--- config.mk ---
export PLATFORM = sky130hd
export DESIGN_NAME = clock_synced_triangle_lfo_flat
export DESIGN_NICKNAME = d
export VERILOG_FILES = /design/src/rtl/core/cstl_pkg.sv /design/src/rtl/core/cstl_in_if.sv /design/src/rtl/core/cstl_out_if.sv /design/src/rtl/core/cstl_cfg_if.sv /design/src/rtl/core/cstl_div.sv /design/src/rtl/core/cstl_cfg.sv /design/src/rtl/core/cstl_front.sv /design/src/rtl/core/cstl_queue.sv /design/src/rtl/core/cstl_back.sv /design/src/rtl/core/clock_synced_triangle_lfo.sv /design/src/flat_wrapper.sv
export VERILOG_INCLUDE_DIRS = /design/src /design/src/rtl/core
export SDC_FILE = /design/constraint.sdc
export NUM_CORES = 2
export LEC_CHECK = 0
export ABC_AREA = 1
export ABC_CLOCK_PERIOD_IN_PS = 8800
export BUFFER_PORTS_ARGS = -buffer_cell sky130_fd_sc_hd__buf_2
export CORE_MARGIN = 10
export CORE_UTILIZATION = 55
export DETAILED_ROUTE_END_ITERATION = 8
export GPL_TIMING_DRIVEN = 0
export PLACE_DENSITY = 0.72
export SLEW_MARGIN = 20
export SYNTH_ARGS = -nofsm -noshare
export SYNTH_HDL_FRONTEND = slang
export SYNTH_SLANG_ARGS = --single-unit
export TNS_END_PERCENT = 50
--- constraint.sdc ---
create_clock -name clk -period 8.8 [get_ports clk]
set_input_delay 2.64 -clock clk [delete_from_list [all_inputs] [get_ports clk]]
set_output_delay 2.64 -clock clk [all_outputs]
set_load 0.05 [all_outputs]
--- src/rtl/core/assert_macros.svh ---
// assertion macros shared by the rtl of the lfo block
`ifndef ASSERT_MACROS_SVH
`define ASSERT_MACROS_SVH

`ifndef SYNTHESIS

// same-cycle implication, idle while reset is asserted
`define CSTL_ASSERT_IMPLIES(label, clk, rst_n, cond, expr) \
	label: assert property (@(posedge clk) disable iff (!rst_n) (cond) |-> (expr)) \
		else $error("assertion failed: same-cycle implication");

// next-cycle implication, idle while reset is asserted
`define CSTL_ASSERT_NEXT(label, clk, rst_n, cond, expr) \
	label: assert property (@(posedge clk) disable iff (!rst_n) (cond) |=> (expr)) \
		else $error("assertion failed: next-cycle implication");

`else

`define CSTL_ASSERT_IMPLIES(label, clk, rst_n, cond, expr)
`define CSTL_ASSERT_NEXT(label, clk, rst_n, cond, expr)

`endif

`endif

--- src/rtl/core/cstl_pkg.sv ---
// shared types, widths, codes and reset constants of the lfo block
`default_nettype none

package cstl_pkg;

	localparam int CMD_W      = 2;
	localparam int PHASE_W    = 32;
	localparam int CFG_IDX_W  = 3;
	localparam int CFG_DATA_W = 32;
	localparam int INC_W      = 31;
	localparam int TICKS_W    = 20;
	localparam int RATIO_W    = 7;
	localparam int ECNT_W     = 13;
	localparam int RATIO_MAX  = 64;
	localparam int PROD_W     = TICKS_W + RATIO_W;
	localparam int DIV_W      = INC_W;
	localparam int DVS_W      = PROD_W - 1;
	localparam int QUEUE_DEPTH = 2;

	localparam logic [ECNT_W-1:0]  ECNT_MAX   = '1;
	localparam logic [INC_W-1:0]   Q31_TOP    = '1;
	localparam logic [PHASE_W-1:0] PHASE_MIN  = {1'b1, {(PHASE_W-1){1'b0}}};
	localparam logic [PHASE_W-1:0] SNAP_LIMIT = PHASE_W'(Q31_TOP / 31'd40);

	// command codes
	localparam logic [CMD_W-1:0] CMD_SAMPLE = 2'd0;
	localparam logic [CMD_W-1:0] CMD_CLOCK  = 2'd1;
	localparam logic [CMD_W-1:0] CMD_RESET  = 2'd2;
	localparam logic [CMD_W-1:0] CMD_SET    = 2'd3;

	// register indexes
	localparam logic [CFG_IDX_W-1:0] REG_SYNC_MODE   = 3'd0;
	localparam logic [CFG_IDX_W-1:0] REG_FREE_INC    = 3'd1;
	localparam logic [CFG_IDX_W-1:0] REG_CLOCK_TICKS = 3'd2;
	localparam logic [CFG_IDX_W-1:0] REG_RATIO_NUM   = 3'd3;
	localparam logic [CFG_IDX_W-1:0] REG_RATIO_DEN   = 3'd4;
	localparam logic [CFG_IDX_W-1:0] REG_NO_SLOWDOWN = 3'd5;
	localparam logic [CFG_IDX_W-1:0] REG_MIN_TICKS   = 3'd6;

	// reset configuration and what follows from it
	localparam logic [TICKS_W-1:0] RST_TICKS     = 20'd500;
	localparam logic [TICKS_W-1:0] RST_MIN_TICKS = 20'd4;
	localparam logic [RATIO_W-1:0] RST_RATIO     = 7'd1;
	localparam logic [ECNT_W-1:0]  RST_DELAY     = 13'd1;
	localparam logic [INC_W-1:0]   RST_INC   = INC_W'(Q31_TOP / (RST_TICKS / 20'd2));
	localparam logic [PHASE_W-1:0] RST_FAST  = {RST_INC, 1'b0};
	localparam logic [PHASE_W-1:0] RST_SLOW  =
		PHASE_W'(RST_INC >> 1) + PHASE_W'(RST_INC[0]);

	// classified command as it travels from front to back
	typedef struct packed {
		logic                 sample;
		logic                 clk_edge;
		logic                 rst_ph;
		logic                 set_ph;
		logic [PHASE_W-1:0]   phase;
	} op_t;

	// settings the back end works from
	typedef struct packed {
		logic                 sync;
		logic                 corr_en;
		logic [ECNT_W-1:0]    delay;
		logic [INC_W-1:0]     inc;
		logic [PHASE_W-1:0]   step_fast;
		logic [PHASE_W-1:0]   step_slow;
	} cfg_info_t;

endpackage

`default_nettype wire

--- src/rtl/core/cstl_in_if.sv ---
// command channel of the lfo block
`default_nettype none

interface cstl_in_if import cstl_pkg::*; ();
	logic                       valid;
	logic                       ready;
	logic [CMD_W-1:0]           command;
	logic signed [PHASE_W-1:0]  phase_value;

	modport source (output valid, output command, output phase_value, input ready);
	modport sink   (input valid, input command, input phase_value, output ready);
endinterface

`default_nettype wire

--- src/rtl/core/cstl_out_if.sv ---
// result channel of the lfo block
`default_nettype none

interface cstl_out_if import cstl_pkg::*; ();
	logic                       valid;
	logic                       ready;
	logic signed [PHASE_W-1:0]  triangle;
	logic                       square;

	modport source (output valid, output triangle, output square, input ready);
	modport sink   (input valid, input triangle, input square, output ready);
endinterface

`default_nettype wire

--- src/rtl/core/cstl_cfg_if.sv ---
// register write channel of the lfo block
`default_nettype none

interface cstl_cfg_if import cstl_pkg::*; ();
	logic                   valid;
	logic                   ready;
	logic [CFG_IDX_W-1:0]   index;
	logic [CFG_DATA_W-1:0]  data;

	modport source (output valid, output index, output data, input ready);
	modport sink   (input valid, input index, input data, output ready);
endinterface

`default_nettype wire

--- src/rtl/core/cstl_div.sv ---
// iterative restoring divider, one quotient bit per cycle
`default_nettype none

module cstl_div import cstl_pkg::*; (
	input  logic              clk,
	input  logic              arst_n,
	input  logic              start,
	input  logic [DIV_W-1:0]  dividend,
	input  logic [DVS_W-1:0]  divisor,
	output logic              done,
	output logic [DIV_W-1:0]  quotient
);

	localparam int CNT_W = $clog2(DIV_W);

	logic              run_q;
	logic              done_q;
	logic [CNT_W-1:0]  cnt_q;
	logic [DIV_W-1:0]  quo_q;
	logic [DVS_W-1:0]  rem_q;
	logic [DVS_W-1:0]  dvs_q;

	logic [DVS_W:0]    trial;
	logic              ge;
	logic [DVS_W:0]    diff;

	always_comb begin
		trial = {rem_q, quo_q[DIV_W-1]};
		ge    = trial >= {1'b0, dvs_q};
		diff  = trial - {1'b0, dvs_q};
	end

	always_ff @(posedge clk or negedge arst_n) begin
		if (!arst_n) begin
			run_q  <= 1'b0;
			done_q <= 1'b0;
			cnt_q  <= '0;
		end else begin
			done_q <= 1'b0;
			if (start) begin
				run_q <= 1'b1;
				cnt_q <= CNT_W'(DIV_W - 1);
			end else if (run_q) begin
				if (cnt_q == '0) begin
					run_q  <= 1'b0;
					done_q <= 1'b1;
				end else begin
					cnt_q <= cnt_q - 1'b1;
				end
			end
		end
	end

	always_ff @(posedge clk) begin
		if (start) begin
			quo_q <= dividend;
			rem_q <= '0;
			dvs_q <= divisor;
		end else if (run_q) begin
			quo_q <= {quo_q[DIV_W-2:0], ge};
			rem_q <= ge ? diff[DVS_W-1:0] : trial[DVS_W-1:0];
		end
	end

	assign done     = done_q;
	assign quotient = quo_q;

endmodule

`default_nettype wire

--- src/rtl/core/cstl_cfg.sv ---
// register file and increment sequencer of the lfo block
`default_nettype none

module cstl_cfg import cstl_pkg::*; (
	input  logic        clk,
	input  logic        arst_n,
	cstl_cfg_if.sink    cfg,
	output cfg_info_t   info,
	output logic        busy
);

	localparam logic [2:0] SEQ_IDLE   = 3'd0;
	localparam logic [2:0] SEQ_NORM   = 3'd1;
	localparam logic [2:0] SEQ_PROD   = 3'd2;
	localparam logic [2:0] SEQ_D1GO   = 3'd3;
	localparam logic [2:0] SEQ_D1RUN  = 3'd4;
	localparam logic [2:0] SEQ_D2GO   = 3'd5;
	localparam logic [2:0] SEQ_D2RUN  = 3'd6;
	localparam logic [2:0] SEQ_SETTLE = 3'd7;

	function automatic logic [RATIO_W-1:0] norm_ratio(input logic [RATIO_W-1:0] r);
		logic [RATIO_W-1:0] v;
		v = r;
		if (r == '0) begin
			v = RATIO_W'(1);
		end else if (int'(r) > RATIO_MAX) begin
			v = RATIO_W'(RATIO_MAX);
		end
		return v;
	endfunction

	logic                 sync_q;
	logic [INC_W-1:0]     free_q;
	logic [TICKS_W-1:0]   ticks_q;
	logic [RATIO_W-1:0]   num_q;
	logic [RATIO_W-1:0]   den_q;
	logic                 nslow_q;
	logic [TICKS_W-1:0]   min_q;

	logic [RATIO_W-1:0]   n_q;
	logic [RATIO_W-1:0]   d_q;
	logic [ECNT_W-1:0]    delay_q;
	logic                 corr_q;
	logic [INC_W-1:0]     inc_q;
	logic [PHASE_W-1:0]   fast_q;
	logic [PHASE_W-1:0]   slow_q;

	logic [2:0]           seq_q;
	logic [PROD_W-1:0]    prod_q;
	logic [DVS_W-1:0]     half_q;

	logic                 wr;
	logic [2*RATIO_W-1:0] nd;
	logic [ECNT_W-1:0]    delay_d;
	logic                 div_start;
	logic [DIV_W-1:0]     div_dividend;
	logic [DVS_W-1:0]     div_divisor;
	logic                 div_done;
	logic [DIV_W-1:0]     div_quo;
	logic [DVS_W-1:0]     quo_half;

	assign busy      = seq_q != SEQ_IDLE;
	assign cfg.ready = !busy;
	assign wr        = cfg.valid && cfg.ready;

	// register writes
	always_ff @(posedge clk or negedge arst_n) begin
		if (!arst_n) begin
			sync_q  <= 1'b1;
			free_q  <= '0;
			ticks_q <= RST_TICKS;
			num_q   <= RST_RATIO;
			den_q   <= RST_RATIO;
			nslow_q <= 1'b0;
			min_q   <= RST_MIN_TICKS;
		end else if (wr) begin
			unique case (cfg.index)
				REG_SYNC_MODE:   sync_q  <= cfg.data[0];
				REG_FREE_INC:    free_q  <= cfg.data[INC_W-1:0];
				REG_CLOCK_TICKS: begin
					// zero ticks would mean an infinite period, stored as one
					ticks_q <= (cfg.data[TICKS_W-1:0] == '0) ? TICKS_W'(1)
						: cfg.data[TICKS_W-1:0];
				end
				REG_RATIO_NUM:   num_q   <= cfg.data[RATIO_W-1:0];
				REG_RATIO_DEN:   den_q   <= cfg.data[RATIO_W-1:0];
				REG_NO_SLOWDOWN: nslow_q <= cfg.data[0];
				REG_MIN_TICKS:   min_q   <= cfg.data[TICKS_W-1:0];
				default: ;
			endcase
		end
	end

	// edge reset interval: one edge when d is one, else n*d saturated
	always_comb begin
		nd = n_q * d_q;
		if (d_q == RATIO_W'(1)) begin
			delay_d = ECNT_W'(1);
		end else if (nd > (2*RATIO_W)'(ECNT_MAX)) begin
			delay_d = ECNT_MAX;
		end else begin
			delay_d = nd[ECNT_W-1:0];
		end
	end

	// derived settings, refreshed every cycle
	always_ff @(posedge clk or negedge arst_n) begin
		if (!arst_n) begin
			n_q     <= RST_RATIO;
			d_q     <= RST_RATIO;
			delay_q <= RST_DELAY;
			corr_q  <= 1'b1;
			fast_q  <= RST_FAST;
			slow_q  <= RST_SLOW;
		end else begin
			n_q     <= norm_ratio(num_q);
			d_q     <= norm_ratio(den_q);
			delay_q <= delay_d;
			corr_q  <= sync_q && (ticks_q > min_q);
			fast_q  <= {inc_q, 1'b0};
			slow_q  <= nslow_q ? {inc_q, 1'b0}
				: PHASE_W'(inc_q[INC_W-1:1]) + PHASE_W'(inc_q[0]);
		end
	end

	// increment sequencer: ticks*d/n, then top/(that quotient/2) in sync mode; the free increment otherwise
	assign div_start    = (seq_q == SEQ_D1GO) || (seq_q == SEQ_D2GO);
	assign div_dividend = (seq_q == SEQ_D1GO) ? DIV_W'(prod_q) : Q31_TOP;
	assign div_divisor  = (seq_q == SEQ_D1GO) ? DVS_W'(n_q) : half_q;
	assign quo_half     = div_quo[PROD_W-1:1];

	always_ff @(posedge clk or negedge arst_n) begin
		if (!arst_n) begin
			seq_q <= SEQ_IDLE;
			inc_q <= RST_INC;
		end else begin
			unique case (seq_q)
				SEQ_IDLE:   if (wr) seq_q <= SEQ_NORM;
				SEQ_NORM:   seq_q <= SEQ_PROD;
				SEQ_PROD: begin
					if (sync_q) begin
						seq_q <= SEQ_D1GO;
					end else begin
						inc_q <= free_q;
						seq_q <= SEQ_SETTLE;
					end
				end
				SEQ_D1GO:   seq_q <= SEQ_D1RUN;
				SEQ_D1RUN: begin
					if (div_done) begin
						if (quo_half == '0) begin
							// zero divisor saturates the step
							inc_q <= Q31_TOP;
							seq_q <= SEQ_SETTLE;
						end else begin
							seq_q <= SEQ_D2GO;
						end
					end
				end
				SEQ_D2GO:   seq_q <= SEQ_D2RUN;
				SEQ_D2RUN: begin
					if (div_done) begin
						inc_q <= div_quo;
						seq_q <= SEQ_SETTLE;
					end
				end
				SEQ_SETTLE: seq_q <= SEQ_IDLE;
				default:    seq_q <= SEQ_IDLE;
			endcase
		end
	end

	always_ff @(posedge clk) begin
		if (seq_q == SEQ_PROD) begin
			prod_q <= PROD_W'(ticks_q) * PROD_W'(d_q);
		end
		if ((seq_q == SEQ_D1RUN) && div_done) begin
			half_q <= quo_half;
		end
	end

	cstl_div u_div (
		.clk      (clk),
		.arst_n   (arst_n),
		.start    (div_start),
		.dividend (div_dividend),
		.divisor  (div_divisor),
		.done     (div_done),
		.quotient (div_quo)
	);

	always_comb begin
		info.sync      = sync_q;
		info.corr_en   = corr_q;
		info.delay     = delay_q;
		info.inc       = inc_q;
		info.step_fast = fast_q;
		info.step_slow = slow_q;
	end

endmodule

`default_nettype wire

--- src/rtl/core/cstl_front.sv ---
// front end: takes commands and classifies them for the queue
`default_nettype none

module cstl_front import cstl_pkg::*; (
	input  logic      clk,
	input  logic      arst_n,
	cstl_in_if.sink   item,
	input  logic      busy,
	output logic      push_valid,
	output op_t       push_op,
	input  logic      push_ready
);

	logic  vld_s1;
	op_t   op_s1;
	op_t   op_d;
	logic  take;
	logic  move;

	assign move       = !vld_s1 || push_ready;
	assign item.ready = !busy && move;
	assign take       = item.valid && item.ready;

	always_comb begin
		op_d = '0;
		unique case (item.command)
			CMD_SAMPLE: op_d.sample   = 1'b1;
			CMD_CLOCK:  op_d.clk_edge = 1'b1;
			CMD_RESET:  op_d.rst_ph   = 1'b1;
			CMD_SET: begin
				op_d.set_ph = 1'b1;
				op_d.phase  = item.phase_value;
			end
			default: ;
		endcase
	end

	always_ff @(posedge clk or negedge arst_n) begin
		if (!arst_n) begin
			vld_s1 <= 1'b0;
		end else if (move) begin
			vld_s1 <= take;
		end
	end

	always_ff @(posedge clk) begin
		if (take) begin
			op_s1 <= op_d;
		end
	end

	assign push_valid = vld_s1;
	assign push_op    = op_s1;

endmodule

`default_nettype wire

--- src/rtl/core/cstl_queue.sv ---
// short queue between front and back ends
`default_nettype none

module cstl_queue import cstl_pkg::*; (
	input  logic  clk,
	input  logic  arst_n,
	input  logic  push_valid,
	input  op_t   push_op,
	output logic  push_ready,
	output logic  pop_valid,
	output op_t   pop_op,
	input  logic  pop_ready
);

	localparam int PTR_W = (QUEUE_DEPTH > 1) ? $clog2(QUEUE_DEPTH) : 1;
	localparam int CNT_W = $clog2(QUEUE_DEPTH + 1);

	op_t               entry_q [QUEUE_DEPTH];
	logic [PTR_W-1:0]  wr_ptr_q;
	logic [PTR_W-1:0]  rd_ptr_q;
	logic [CNT_W-1:0]  cnt_q;
	logic              push;
	logic              pop;

	assign push_ready = cnt_q != CNT_W'(QUEUE_DEPTH);
	assign pop_valid  = cnt_q != '0;
	assign push       = push_valid && push_ready;
	assign pop        = pop_valid && pop_ready;
	assign pop_op     = entry_q[rd_ptr_q];

	function automatic logic [PTR_W-1:0] next_ptr(input logic [PTR_W-1:0] p);
		logic [PTR_W-1:0] n;
		n = (p == PTR_W'(QUEUE_DEPTH - 1)) ? '0 : p + 1'b1;
		return n;
	endfunction

	always_ff @(posedge clk or negedge arst_n) begin
		if (!arst_n) begin
			wr_ptr_q <= '0;
			rd_ptr_q <= '0;
			cnt_q    <= '0;
		end else begin
			if (push) wr_ptr_q <= next_ptr(wr_ptr_q);
			if (pop)  rd_ptr_q <= next_ptr(rd_ptr_q);
			if (push && !pop) begin
				cnt_q <= cnt_q + 1'b1;
			end else if (pop && !push) begin
				cnt_q <= cnt_q - 1'b1;
			end
		end
	end

	always_ff @(posedge clk) begin
		if (push) begin
			entry_q[wr_ptr_q] <= push_op;
		end
	end

endmodule

`default_nettype wire

--- src/rtl/core/cstl_back.sv ---
// back end: phase state update, waveform shaping and result register
`default_nettype none

module cstl_back import cstl_pkg::*; (
	input  logic        clk,
	input  logic        arst_n,
	input  cfg_info_t   info,
	input  logic        pop_valid,
	input  op_t         pop_op,
	output logic        pop_ready,
	cstl_out_if.source  result
);

	localparam int DIFF_W = PHASE_W + 2;
	localparam logic signed [PHASE_W-1:0] SNAP_P = SNAP_LIMIT;
	localparam logic signed [PHASE_W-1:0] SNAP_N = -SNAP_P;
	localparam logic signed [DIFF_W-1:0]  DSNAP_P = DIFF_W'(SNAP_LIMIT);
	localparam logic signed [DIFF_W-1:0]  DSNAP_N = -DSNAP_P;

	logic [PHASE_W-1:0]  main_q;
	logic [PHASE_W-1:0]  syn_q;
	logic [ECNT_W-1:0]   ecnt_q;
	logic                off_hi_q;
	logic                off_lo_q;

	logic                vld_s1;
	logic [PHASE_W-1:0]  ph_s1;
	logic                out_vld_q;
	logic [PHASE_W-1:0]  tri_q;
	logic                sq_q;

	logic                en;
	logic                exec;
	logic [PHASE_W-1:0]  inc_ext;
	logic [PHASE_W-1:0]  step_sel;
	logic [PHASE_W-1:0]  main_plain;
	logic [PHASE_W-1:0]  main_corr;
	logic [PHASE_W-1:0]  syn_adv;
	logic [PHASE_W-1:0]  hm;
	logic [PHASE_W-1:0]  hs;
	logic signed [DIFF_W-1:0] diff;
	logic                close;

	logic [PHASE_W-1:0]  main_n;
	logic [PHASE_W-1:0]  syn_n;
	logic [ECNT_W-1:0]   ecnt_n;
	logic                off_hi_n;
	logic                off_lo_n;

	function automatic logic [PHASE_W-1:0] tri_of(input logic [PHASE_W-1:0] p);
		logic [PHASE_W-1:0] t;
		// negative half rises, positive half falls, both doubled
		if (p[PHASE_W-1]) begin
			t = {~p[PHASE_W-2], p[PHASE_W-3:0], 1'b0};
		end else begin
			t = PHASE_MIN - {p[PHASE_W-2:0], 1'b0};
		end
		return t;
	endfunction

	assign en        = !out_vld_q || result.ready;
	assign pop_ready = en;
	assign exec      = pop_valid && en;

	always_comb begin
		inc_ext  = PHASE_W'(info.inc);
		// offset ahead gives a full extra step, behind backs off (or steps)
		if (off_hi_q) begin
			step_sel = info.step_fast;
		end else if (off_lo_q) begin
			step_sel = info.step_slow;
		end else begin
			step_sel = inc_ext;
		end
		main_plain = main_q + inc_ext;
		main_corr  = main_q + step_sel;
		syn_adv    = syn_q + inc_ext;

		// halves truncated towards zero, compared as a signed distance
		hm   = PHASE_W'($signed(main_corr) >>> 1);
		hs   = PHASE_W'($signed(syn_adv) >>> 1);
		diff = $signed({{2{hm[PHASE_W-1]}}, hm}) - $signed({{2{hs[PHASE_W-1]}}, hs})
			+ $signed(DIFF_W'(main_corr[PHASE_W-1] & main_corr[0]))
			- $signed(DIFF_W'(syn_adv[PHASE_W-1] & syn_adv[0]));
		close = (diff < DSNAP_P) && (diff > DSNAP_N);
	end

	always_comb begin
		main_n   = main_q;
		syn_n    = syn_q;
		ecnt_n   = ecnt_q;
		off_hi_n = off_hi_q;
		off_lo_n = off_lo_q;
		priority if (pop_op.sample) begin
			if (info.corr_en) begin
				syn_n = syn_adv;
				if (close) begin
					// snap to the clock-locked phase, offset cleared
					main_n   = syn_adv;
					off_hi_n = 1'b0;
					off_lo_n = 1'b0;
				end else begin
					main_n = main_corr;
				end
			end else begin
				main_n = main_plain;
			end
		end else if (pop_op.clk_edge) begin
			if (info.sync) begin
				if (ecnt_q >= info.delay) begin
					off_hi_n = $signed(main_q) >= SNAP_P;
					off_lo_n = $signed(main_q) <= SNAP_N;
					syn_n    = PHASE_MIN;
					ecnt_n   = ECNT_W'(1);
				end else if (ecnt_q != ECNT_MAX) begin
					ecnt_n = ecnt_q + 1'b1;
				end
			end
		end else if (pop_op.rst_ph) begin
			main_n = PHASE_MIN;
			syn_n  = PHASE_MIN;
		end else begin
			main_n = pop_op.phase;
			syn_n  = pop_op.phase;
		end
	end

	always_ff @(posedge clk or negedge arst_n) begin
		if (!arst_n) begin
			main_q    <= PHASE_MIN;
			syn_q     <= PHASE_MIN;
			ecnt_q    <= '0;
			off_hi_q  <= 1'b0;
			off_lo_q  <= 1'b0;
			vld_s1    <= 1'b0;
			out_vld_q <= 1'b0;
		end else begin
			if (exec) begin
				main_q   <= main_n;
				syn_q    <= syn_n;
				ecnt_q   <= ecnt_n;
				off_hi_q <= off_hi_n;
				off_lo_q <= off_lo_n;
			end
			if (en) begin
				vld_s1    <= exec;
				out_vld_q <= vld_s1;
			end
		end
	end

	always_ff @(posedge clk) begin
		if (exec) begin
			ph_s1 <= main_n;
		end
		if (en && vld_s1) begin
			tri_q <= tri_of(ph_s1);
			sq_q  <= ph_s1[PHASE_W-1];
		end
	end

	assign result.valid    = out_vld_q;
	assign result.triangle = tri_q;
	assign result.square   = sq_q;

endmodule

`default_nettype wire

--- src/rtl/core/clock_synced_triangle_lfo.sv ---
// top level of the clock-synced triangle lfo
//
// channels: item_in carries a command (sample, clock edge, reset phase, set
// phase) and a signed q31 phase value; result_out returns one triangle value
// and one square bit per command, taken from the phase after that command.
// cfg writes one register per transfer (index, data).
// throughput: one command per cycle while cfg is idle and result_out is not
// stalled; the phase update is a loop around the phase registers in the back end,
// fed from a two-entry queue behind the classifying front. a command passes
// the front register, the queue, the phase stage and then the result register.
// a register write takes cfg.ready and item_in.ready low while the increment
// is rebuilt, in sync mode by the shared iterative divider (up to two 31-step
// divisions), in free-running mode without the divider.
// reset: all registers return to their defaults, both phases to the most
// negative value and the increment to its reset-derived value at once, so
// commands are taken straight after reset.
// a stalled result_out holds the result register; the queue then fills and
// item_in.ready drops, without losing or repeating any result.
`default_nettype none

`include "assert_macros.svh"

module clock_synced_triangle_lfo import cstl_pkg::*; (
	input  logic        clk,
	input  logic        arst_n,
	cstl_in_if.sink     item_in,
	cstl_out_if.source  result_out,
	cstl_cfg_if.sink    cfg
);

	cfg_info_t  cfg_info;
	logic       cfg_busy;

	logic       q_push_valid;
	op_t        q_push_op;
	logic       q_push_ready;
	logic       q_pop_valid;
	op_t        q_pop_op;
	logic       q_pop_ready;

	// registers, derived settings and the increment divider
	cstl_cfg u_cfg (
		.clk    (clk),
		.arst_n (arst_n),
		.cfg    (cfg),
		.info   (cfg_info),
		.busy   (cfg_busy)
	);

	// command intake and decode
	cstl_front u_front (
		.clk        (clk),
		.arst_n     (arst_n),
		.item       (item_in),
		.busy       (cfg_busy),
		.push_valid (q_push_valid),
		.push_op    (q_push_op),
		.push_ready (q_push_ready)
	);

	// decouples intake from the phase loop
	cstl_queue u_queue (
		.clk        (clk),
		.arst_n     (arst_n),
		.push_valid (q_push_valid),
		.push_op    (q_push_op),
		.push_ready (q_push_ready),
		.pop_valid  (q_pop_valid),
		.pop_op     (q_pop_op),
		.pop_ready  (q_pop_ready)
	);

	// phase accumulators, sync correction and output shaping
	cstl_back u_back (
		.clk       (clk),
		.arst_n    (arst_n),
		.info      (cfg_info),
		.pop_valid (q_pop_valid),
		.pop_op    (q_pop_op),
		.pop_ready (q_pop_ready),
		.result    (result_out)
	);

	// a register transfer must hold off commands until the increment is rebuilt
	`CSTL_ASSERT_NEXT(a_cfg_blocks_items, clk, arst_n, cfg.valid && cfg.ready, !item_in.ready)

	// once settled, the fast step is exactly twice the increment
	`CSTL_ASSERT_IMPLIES(a_steps_settled, clk, arst_n, !cfg_busy,
		(cfg_info.step_fast == {cfg_info.inc, 1'b0}))

	// the triangle is a doubled value, so its lowest bit is always clear
	`CSTL_ASSERT_IMPLIES(a_tri_even, clk, arst_n, result_out.valid, !result_out.triangle[0])

endmodule

`default_nettype wire

--- src/flat_wrapper.sv ---
// flat-port wrapper written by rule: the top's interface ports become plain ports
module clock_synced_triangle_lfo_flat import cstl_pkg::*;
  (clk, arst_n, item_in_valid, item_in_command, item_in_phase_value, item_in_ready, result_out_valid, result_out_triangle, result_out_square, result_out_ready, cfg_valid, cfg_index, cfg_data, cfg_ready);
  cstl_in_if item_in_i ();
  cstl_out_if result_out_i ();
  cstl_cfg_if cfg_i ();
  input  logic clk;
  input  logic arst_n;
  input wire logic [$bits(item_in_i.valid)-1:0] item_in_valid;
  input wire logic [$bits(item_in_i.command)-1:0] item_in_command;
  input wire logic [$bits(item_in_i.phase_value)-1:0] item_in_phase_value;
  output wire logic [$bits(item_in_i.ready)-1:0] item_in_ready;
  output wire logic [$bits(result_out_i.valid)-1:0] result_out_valid;
  output wire logic [$bits(result_out_i.triangle)-1:0] result_out_triangle;
  output wire logic [$bits(result_out_i.square)-1:0] result_out_square;
  input wire logic [$bits(result_out_i.ready)-1:0] result_out_ready;
  input wire logic [$bits(cfg_i.valid)-1:0] cfg_valid;
  input wire logic [$bits(cfg_i.index)-1:0] cfg_index;
  input wire logic [$bits(cfg_i.data)-1:0] cfg_data;
  output wire logic [$bits(cfg_i.ready)-1:0] cfg_ready;
  assign item_in_i.valid = item_in_valid;
  assign item_in_i.command = item_in_command;
  assign item_in_i.phase_value = item_in_phase_value;
  assign item_in_ready = item_in_i.ready;
  assign result_out_valid = result_out_i.valid;
  assign result_out_triangle = result_out_i.triangle;
  assign result_out_square = result_out_i.square;
  assign result_out_i.ready = result_out_ready;
  assign cfg_i.valid = cfg_valid;
  assign cfg_i.index = cfg_index;
  assign cfg_i.data = cfg_data;
  assign cfg_ready = cfg_i.ready;
  clock_synced_triangle_lfo u_core (.clk(clk), .arst_n(arst_n), .item_in(item_in_i), .result_out(result_out_i), .cfg(cfg_i));
endmodule
# Yosys cells after proc, flatten, opt, wreduce, memory -nomap -nowiden
# Memories as Yosys holds them, arrays and structs flattened.
# Index checks and enable logic that the tools add are counted.
# classes
muxes	68
n_reduce_logical	49
n_bitwise	4
add_sub_neg	15
n_eq_ne	29
magnitude_cmp	10
multipliers	2
# ops
cell	n
32-bit 2-to-1 mux	14
31-bit 2-to-1 mux	7
31-bit case mux with 3 select lines	1
32-bit by 31-bit adder with 32-bit output	2
13-bit 2-to-1 mux	4
7-bit 2-to-1 mux	5
34-bit by 27-bit greater-than comparator with 1-bit output, second input constant	1
34-bit by 27-bit < comparator with 1-bit output, second input constant	1
33-bit by 2-bit subtractor with 34-bit output	1
32-bit by 2-bit adder with 33-bit output	1
33-bit 2-to-1 mux	1
32-bit adder	1
32-bit by 27-bit greater-or-equal comparator with 1-bit output, second input constant	1
32-bit by 27-bit <= comparator with 1-bit output, second input constant	1
31-bit by 31-bit subtractor with 32-bit output	1
32-bit subtractor, first input constant	1
30-bit by 1-bit adder with 31-bit output	1
27-bit by 26-bit greater-or-equal comparator with 1-bit output	1
20-bit by 7-bit multiplier with 27-bit output	1
26-bit logical NOT	1
26-bit 2-to-1 mux	1
26-bit subtractor	1
3-bit case mux with 8 select lines	1
1-bit 2-to-1 mux	23
other kinds (41)	104
# totals
ramBits	72
output_inout_bits	36
n_memories	1
inputBits	74
register_bits	542
# mem_list
name	words	width	rd	rd_ports_with_merged_regs	wr	line_no	source
u_core.u_queue.entry_q	2	36	1	0	1	cstl_queue.sv:18	op_t entry_q [QUEUE_DEPTH];

# Longest topological paths before layout
# logic_depth
ltp_word	11
depth_mapped	51
mapped_depth_nobuf	49

# By module
# A second synthesis with hierarchy kept.
# unflattened
hier_cells	6216
hier_area_um2	46358.2
# modules_own_cells
module	area_per_inst_um2	instances	cells_per_inst
cstl_cfg	18361.4	1	2328
cstl_back	17578.1	1	2744
cstl_div	6048.3	1	809
cstl_queue	2857.7	1	216
cstl_front	1512.7	1	119

# Worst setup path before layout
# Ideal clock, no wire load.
# synth_timing
kind	reg-to-reg
from	register u_core.u_back.off_lo_q
to	register u_core.u_back.ph_s1[14] (data pin)
n_path_buf	3
synth_period_minus_slack_ps	6250
required_time_ps	8537
arrival_time_ps	5987
stages_incl_launch_ff	45
slack_ps	2550
path_cell_list	dfrtp_1 clkbuf_1 inv_1 clkbuf_1 nand2_1 a21oi_1 ha_1 a21oi_1 nand2_1 a21oi_1 o21ai_1 a21boi_0 inv_1 nand3_1 nand2_1 nand2_1 nand3b_1 xor2_1 [9 not listed] nand3_1 nand2_1 nand3_1 nand3_1 nand2_1 nand3_1 nand2_1 nor2_1 nand2_1 nor2_2 nand3_1 nand2_1 inv_2 nand2_4 nand2_4 buf_2 nor2_1 o21bai_2
# synth_via
elab_chain_cells	11
word_cells_on_any_way	13
classes_between	4 x add/sub; 2 x order compare; 5 x mux; 1 x bitwise; 1 x reduce/logical
# synth_lines
item	line_no	source
from (decl)	cstl_back.sv:24	logic off_lo_q;
from (signal assigned)	cstl_back.sv:143	off_lo_q <= off_lo_n;
32-bit 2-to-1 mux *	cstl_back.sv:70	end else if (off_lo_q) begin
32-bit 2-to-1 mux *	cstl_back.sv:68	if (off_hi_q) begin
32-bit adder *	cstl_back.sv:76	main_corr = main_q + step_sel;
31-bit by 31-bit subtractor with 32-bit output / 1-bit AND (equally long branches)	cstl_back.sv:82, cstl_back.sv:83	
32-bit by 2-bit adder with 33-bit output	cstl_back.sv:83	+ $signed(DIFF_W'(main_corr[PHASE_W-1] & main_corr[0]))
33-bit by 2-bit subtractor with 34-bit output	cstl_back.sv:84	- $signed(DIFF_W'(syn_adv[PHASE_W-1] & syn_adv[0]));
34-bit by 27-bit < comparator with 1-bit output / 34-bit by 27-bit greater-than comparator with 1-bit output (equally long branches)	cstl_back.sv:85	close = (diff < DSNAP_P) && (diff > DSNAP_N);
1-bit logical AND	cstl_back.sv:85	
32-bit 2-to-1 mux *	cstl_back.sv:97	if (close) begin
32-bit 2-to-1 mux *	cstl_back.sv:95	if (info.corr_en) begin
32-bit 2-to-1 mux *	cstl_back.sv:94	priority if (pop_op.sample) begin
net u_core.u_back.main_n[14]	cstl_back.sv:44	logic [PHASE_W-1:0] main_n;
to (signal assigned)	cstl_back.sv:154	ph_s1 <= main_n;
to (decl)	cstl_back.sv:27	logic [PHASE_W-1:0] ph_s1;
# The timed path passes the listed nets; every way through them passes the cells marked *.
# A chain may end at the register's enable or synchronous reset.

# Worst setup path in the final report
# layout_timing
from	register u_core.u_back.off_lo_q
to	register u_core.u_back.ph_s1[2] (data pin)
# Same word-level chain as after synthesis.

==> impl_metrics.sql <==
INSERT INTO impl_metrics (metric_group, metric, value, unit) VALUES
('run_status', 'status', 'finished clean', ''),
('synth', 'synth_top_cell_by_area', 'edfxtp_1', ''),
('setup_path', 'timing.critical_path.from_type', 'flip-flop', ''),
('drt', 'detailroute.via_count', '36100', ''),
('floorplanning', 'row_count', '101', ''),
('placed_design', 'dp.final_hpwl', '98.7', 'mm'),
('synth', 'yosysTopAreaCellShare', '19.8', '%'),
('floorplanning', 'die_w', '298', 'um'),
('grt', 'grt_first_pass_wirelength', '190', 'mm'),
('drt', 'drt_first_iter_violations', '3905', ''),
('sta', 'finalHoldViolCount', '0', ''),
('grt', 'first_global_vias', '34000', ''),
('synth', 'synth_cells', '5187', ''),
('setup_path', 'cp-startpoint', 'u_core.u_back.off_lo_q', ''),
('worst_hold_path', 'worst_hold_path_type', 'flip-flop to flip-flop', ''),
('floorplanning', 'initial_core_util', '55.6', '%'),
('cells_and_area', 'layout-drive-gt1-share', '8.08', '%'),
('grt', 'grt_use_total', '27.1', '%'),
('clock_tree', 'cts-hold-fix-buffers', '0', ''),
('sta', 'worst_slew_margin_rel', '28.7', '%'),
('synth', 'synth_top_cells_by_area', 'edfxtp_1, dfrtp_1, nand2_1, ha_1, inv_1', ''),
('sta', 'max_freq', '0.120', 'GHz'),
('grt', 'met3_layer_usage_reported_by_global_route', '6.96', '%'),
('sta', 'min_period', '8.35', 'ns'),
('setup_path', 'critPathRequiredTime', '9.14', 'ns'),
('floorplanning', 'top_level_ports', '110', ''),
('setup_path', 'timing.setup.critical_path_class', 'flip-flop to flip-flop', ''),
('synth', 'ys_ff_latch', '610', ''),
('cells_and_area', 'design.final.nets', '5898', ''),
('drt', 'route.detailed.drc', '0', ''),
('placed_design', 'place_inst', '6336', ''),
('cells_and_area', 'post_layout_inst_area', '0.0469', 'mm2'),
('grt', 'global_route.overflow_total', '0', ''),
('synth', 'post_synth.cell_area_avg', '8.17', 'um2'),
('sta', 'setup_violators_final', '0', ''),
('cells_and_area', 'areaGrowthSynthToFinish', '10.8', '%'),
('setup_path', 'endpoint_kind', 'flip-flop', ''),
('drt', 'antenna_violating_nets_post_route', '0', ''),
('synth', 'synth.net_count', '5708', ''),
('synth', 'ys_top_cells_by_count', 'nand2_1, inv_1, nor2_1', ''),
('setup_path', 'crit-reg2reg-launch', 'u_core.u_back.off_lo_q', ''),
('setup_path', 'cp_slowest_cell', 'dfrtp_1', ''),
('placed_design', 'placed_area', '0.0445', 'mm2'),
('clock_tree', 'cts_tree', 'built', ''),
('drt', 'drt_pre_antenna_iters', '6', ''),
('clock_tree', 'h_tree_depth', '3', ''),
('synth', 'summed_instance_area_of_the_synthesized_netlist', '0.0424', 'mm2'),
('clock_tree', 'clock_transition_time_at_the_flip_flop_clock_pins_of_the_worst_setup_and_hold_paths', '0.06', 'ns'),
('clock_tree', 'clk-insertion-delay-late', '0.63', 'ns'),
('grt', 'grt.met1_usage', '38.6', '%'),
('floorplanning', 'placeableCoreArea', '0.0762', 'mm2'),
('clock_tree', 'clock_sinks', '610', ''),
('drt', 'final_wirelength', '124', 'mm'),
('cells_and_area', 'final_instance_count_excl_fillers', '6469', ''),
('run', 'max_cap_violations', '0', ''),
('drt', 'post_drt_wl_per_cell', '19.1', 'um'),
('sta', 'report.final.slew_viol_count', '0', ''),
('grt', 'grt_antenna_before_repair', '14', ''),
('synth', 'ys_seq_area_share', '39.2', '%'),
('placed_design', 'port-buffer-count', '107', ''),
('floorplanning', 'die_area', '0.0885', 'mm2'),
('clock_tree', 'cts_inserted_buffers', '69', ''),
('synth', 'post_synth_num_cell_types', '68', ''),
('grt', 'grt.met2_usage', '40.4', '%'),
('setup_path', 'worst-endpoint-arrival', '8.69', 'ns'),
('clock_tree', 'root_buffer', 'clkbuf_16', ''),
('clock_tree', 'cts-root-to-sink-buffers', '3', ''),
('synth', 'async_reset_ff_share', '50.0', '%'),
('synth', 'synthesis.yosys.warnings', '0', ''),
('grt', 'grt_max_degree', '82', ''),
('sta', 'finClkSkew', '0.0273', 'ns');
cells by family after synthesis:
logic type                 share of synthesized area [%]
and+or+nand+nor                                     20.3
xor gates and xnor gates                            3.74
muxes                                              0.638
adders and majority gates                           15.3
AOI/OAI and AO/OA                                   12.0
DFF                                                 39.2
buffers and inverters                               8.82
other                                            0.00885
layer usage:
metal	up-vias	routed length, um
li1	17300	-
met1	17100	54900
met5	-	22
met3	233	12800
met2	1500	52600
met4	4	3240
final timing paths:
path | depth (start not counted) | slack (ns) | endpoint
max | 42 | 0.45 | u_core.u_back.ph_s1[2]
min | 0 | 0.45 | u_core.u_cfg.fast_q[24]
max reg2reg | 42 | 0.45 | u_core.u_back.ph_s1[2]
min reg2reg | 0 | 0.45 | u_core.u_cfg.fast_q[24]
max in group asynchronous | 3 | 5.50 | u_core.u_back.main_q[31]
min in group asynchronous | 1 | 1.95 | u_core.u_cfg.u_div.cnt_q[3]
cell type report:
type,instances,area (um2)
diodes,5,12.5
plain buffers,161,666
clock buffers,91,1890
clock inverters,37,473
fillers,6755,29300
inverters,819,3070
multi-input cells,3596,22200
flip-flops and latches,610,16600
well taps,1030,1290
repair buffers,120,778
metrics by stage:
| stage | worst slack (ns) | TNS [ns] | hold WS, ns |
|---|---|---|---|
| after floorplan | 2.55 | 0 | 0.383 |
| after global placement | -0.902 | -216.37 | 0.426 |
| after detailed placement | -0.188 | -0.913 | 0.435 |
| after CTS | 0.0376 | 0 | 0.449 |
| after global routing | -0.00150 | -0.00150 | 0.455 |
| final | 0.449 | 0 | 0.448 |
layout by cell type, fill, tap and decap left out, drive strengths merged, types with 120 or more instances in the layout:
cell	n
buf	163
clkbuf	209
o21ai	266
nand3	159
edfxtp	279
inv	816
nand2	1275
dfrtp	259
fa	120
a21oi	347
nor2	424
ha	327
flip-flops by register name, indices dropped and copies added, names as in the netlist, 27 cells and up:
signal	count
u_core.u_cfg.slow_q	32
u_core.u_cfg.free_q	31
u_core.u_back.result.triangle	31
u_core.u_cfg.prod_q	27
u_core.u_front.push_op	35
u_core.u_cfg.u_div.quotient	31
u_core.u_cfg.fast_q	31
u_core.u_cfg.inc_q	31
u_core.u_back.main_q	32
u_core.u_queue.entry_q	70
u_core.u_back.ph_s1	32
u_core.u_back.syn_q	32
critical path, delay by kind of cell, from the launching register on:
kind,cells,cell delay [ns]
buffers and inverters,8,1.27
xor gates and xnor gates,1,0.29
and+or+nand+nor,22,2.54
AOI/OAI and AO/OA,6,1.59
adders and majority gates,5,1.82
DFF,1,0.51
what timing repair did:
action                     CTS  global route
pin swaps                    0             1
buffers inserted             0             1
setup endpoints to repair   24            66
hold endpoints to repair     0             0
gates resized for setup      3            22
Power is left out: the tool's default activity adds up to more than one toggle a clock period on the data nets, which glitch-free logic cannot reach.
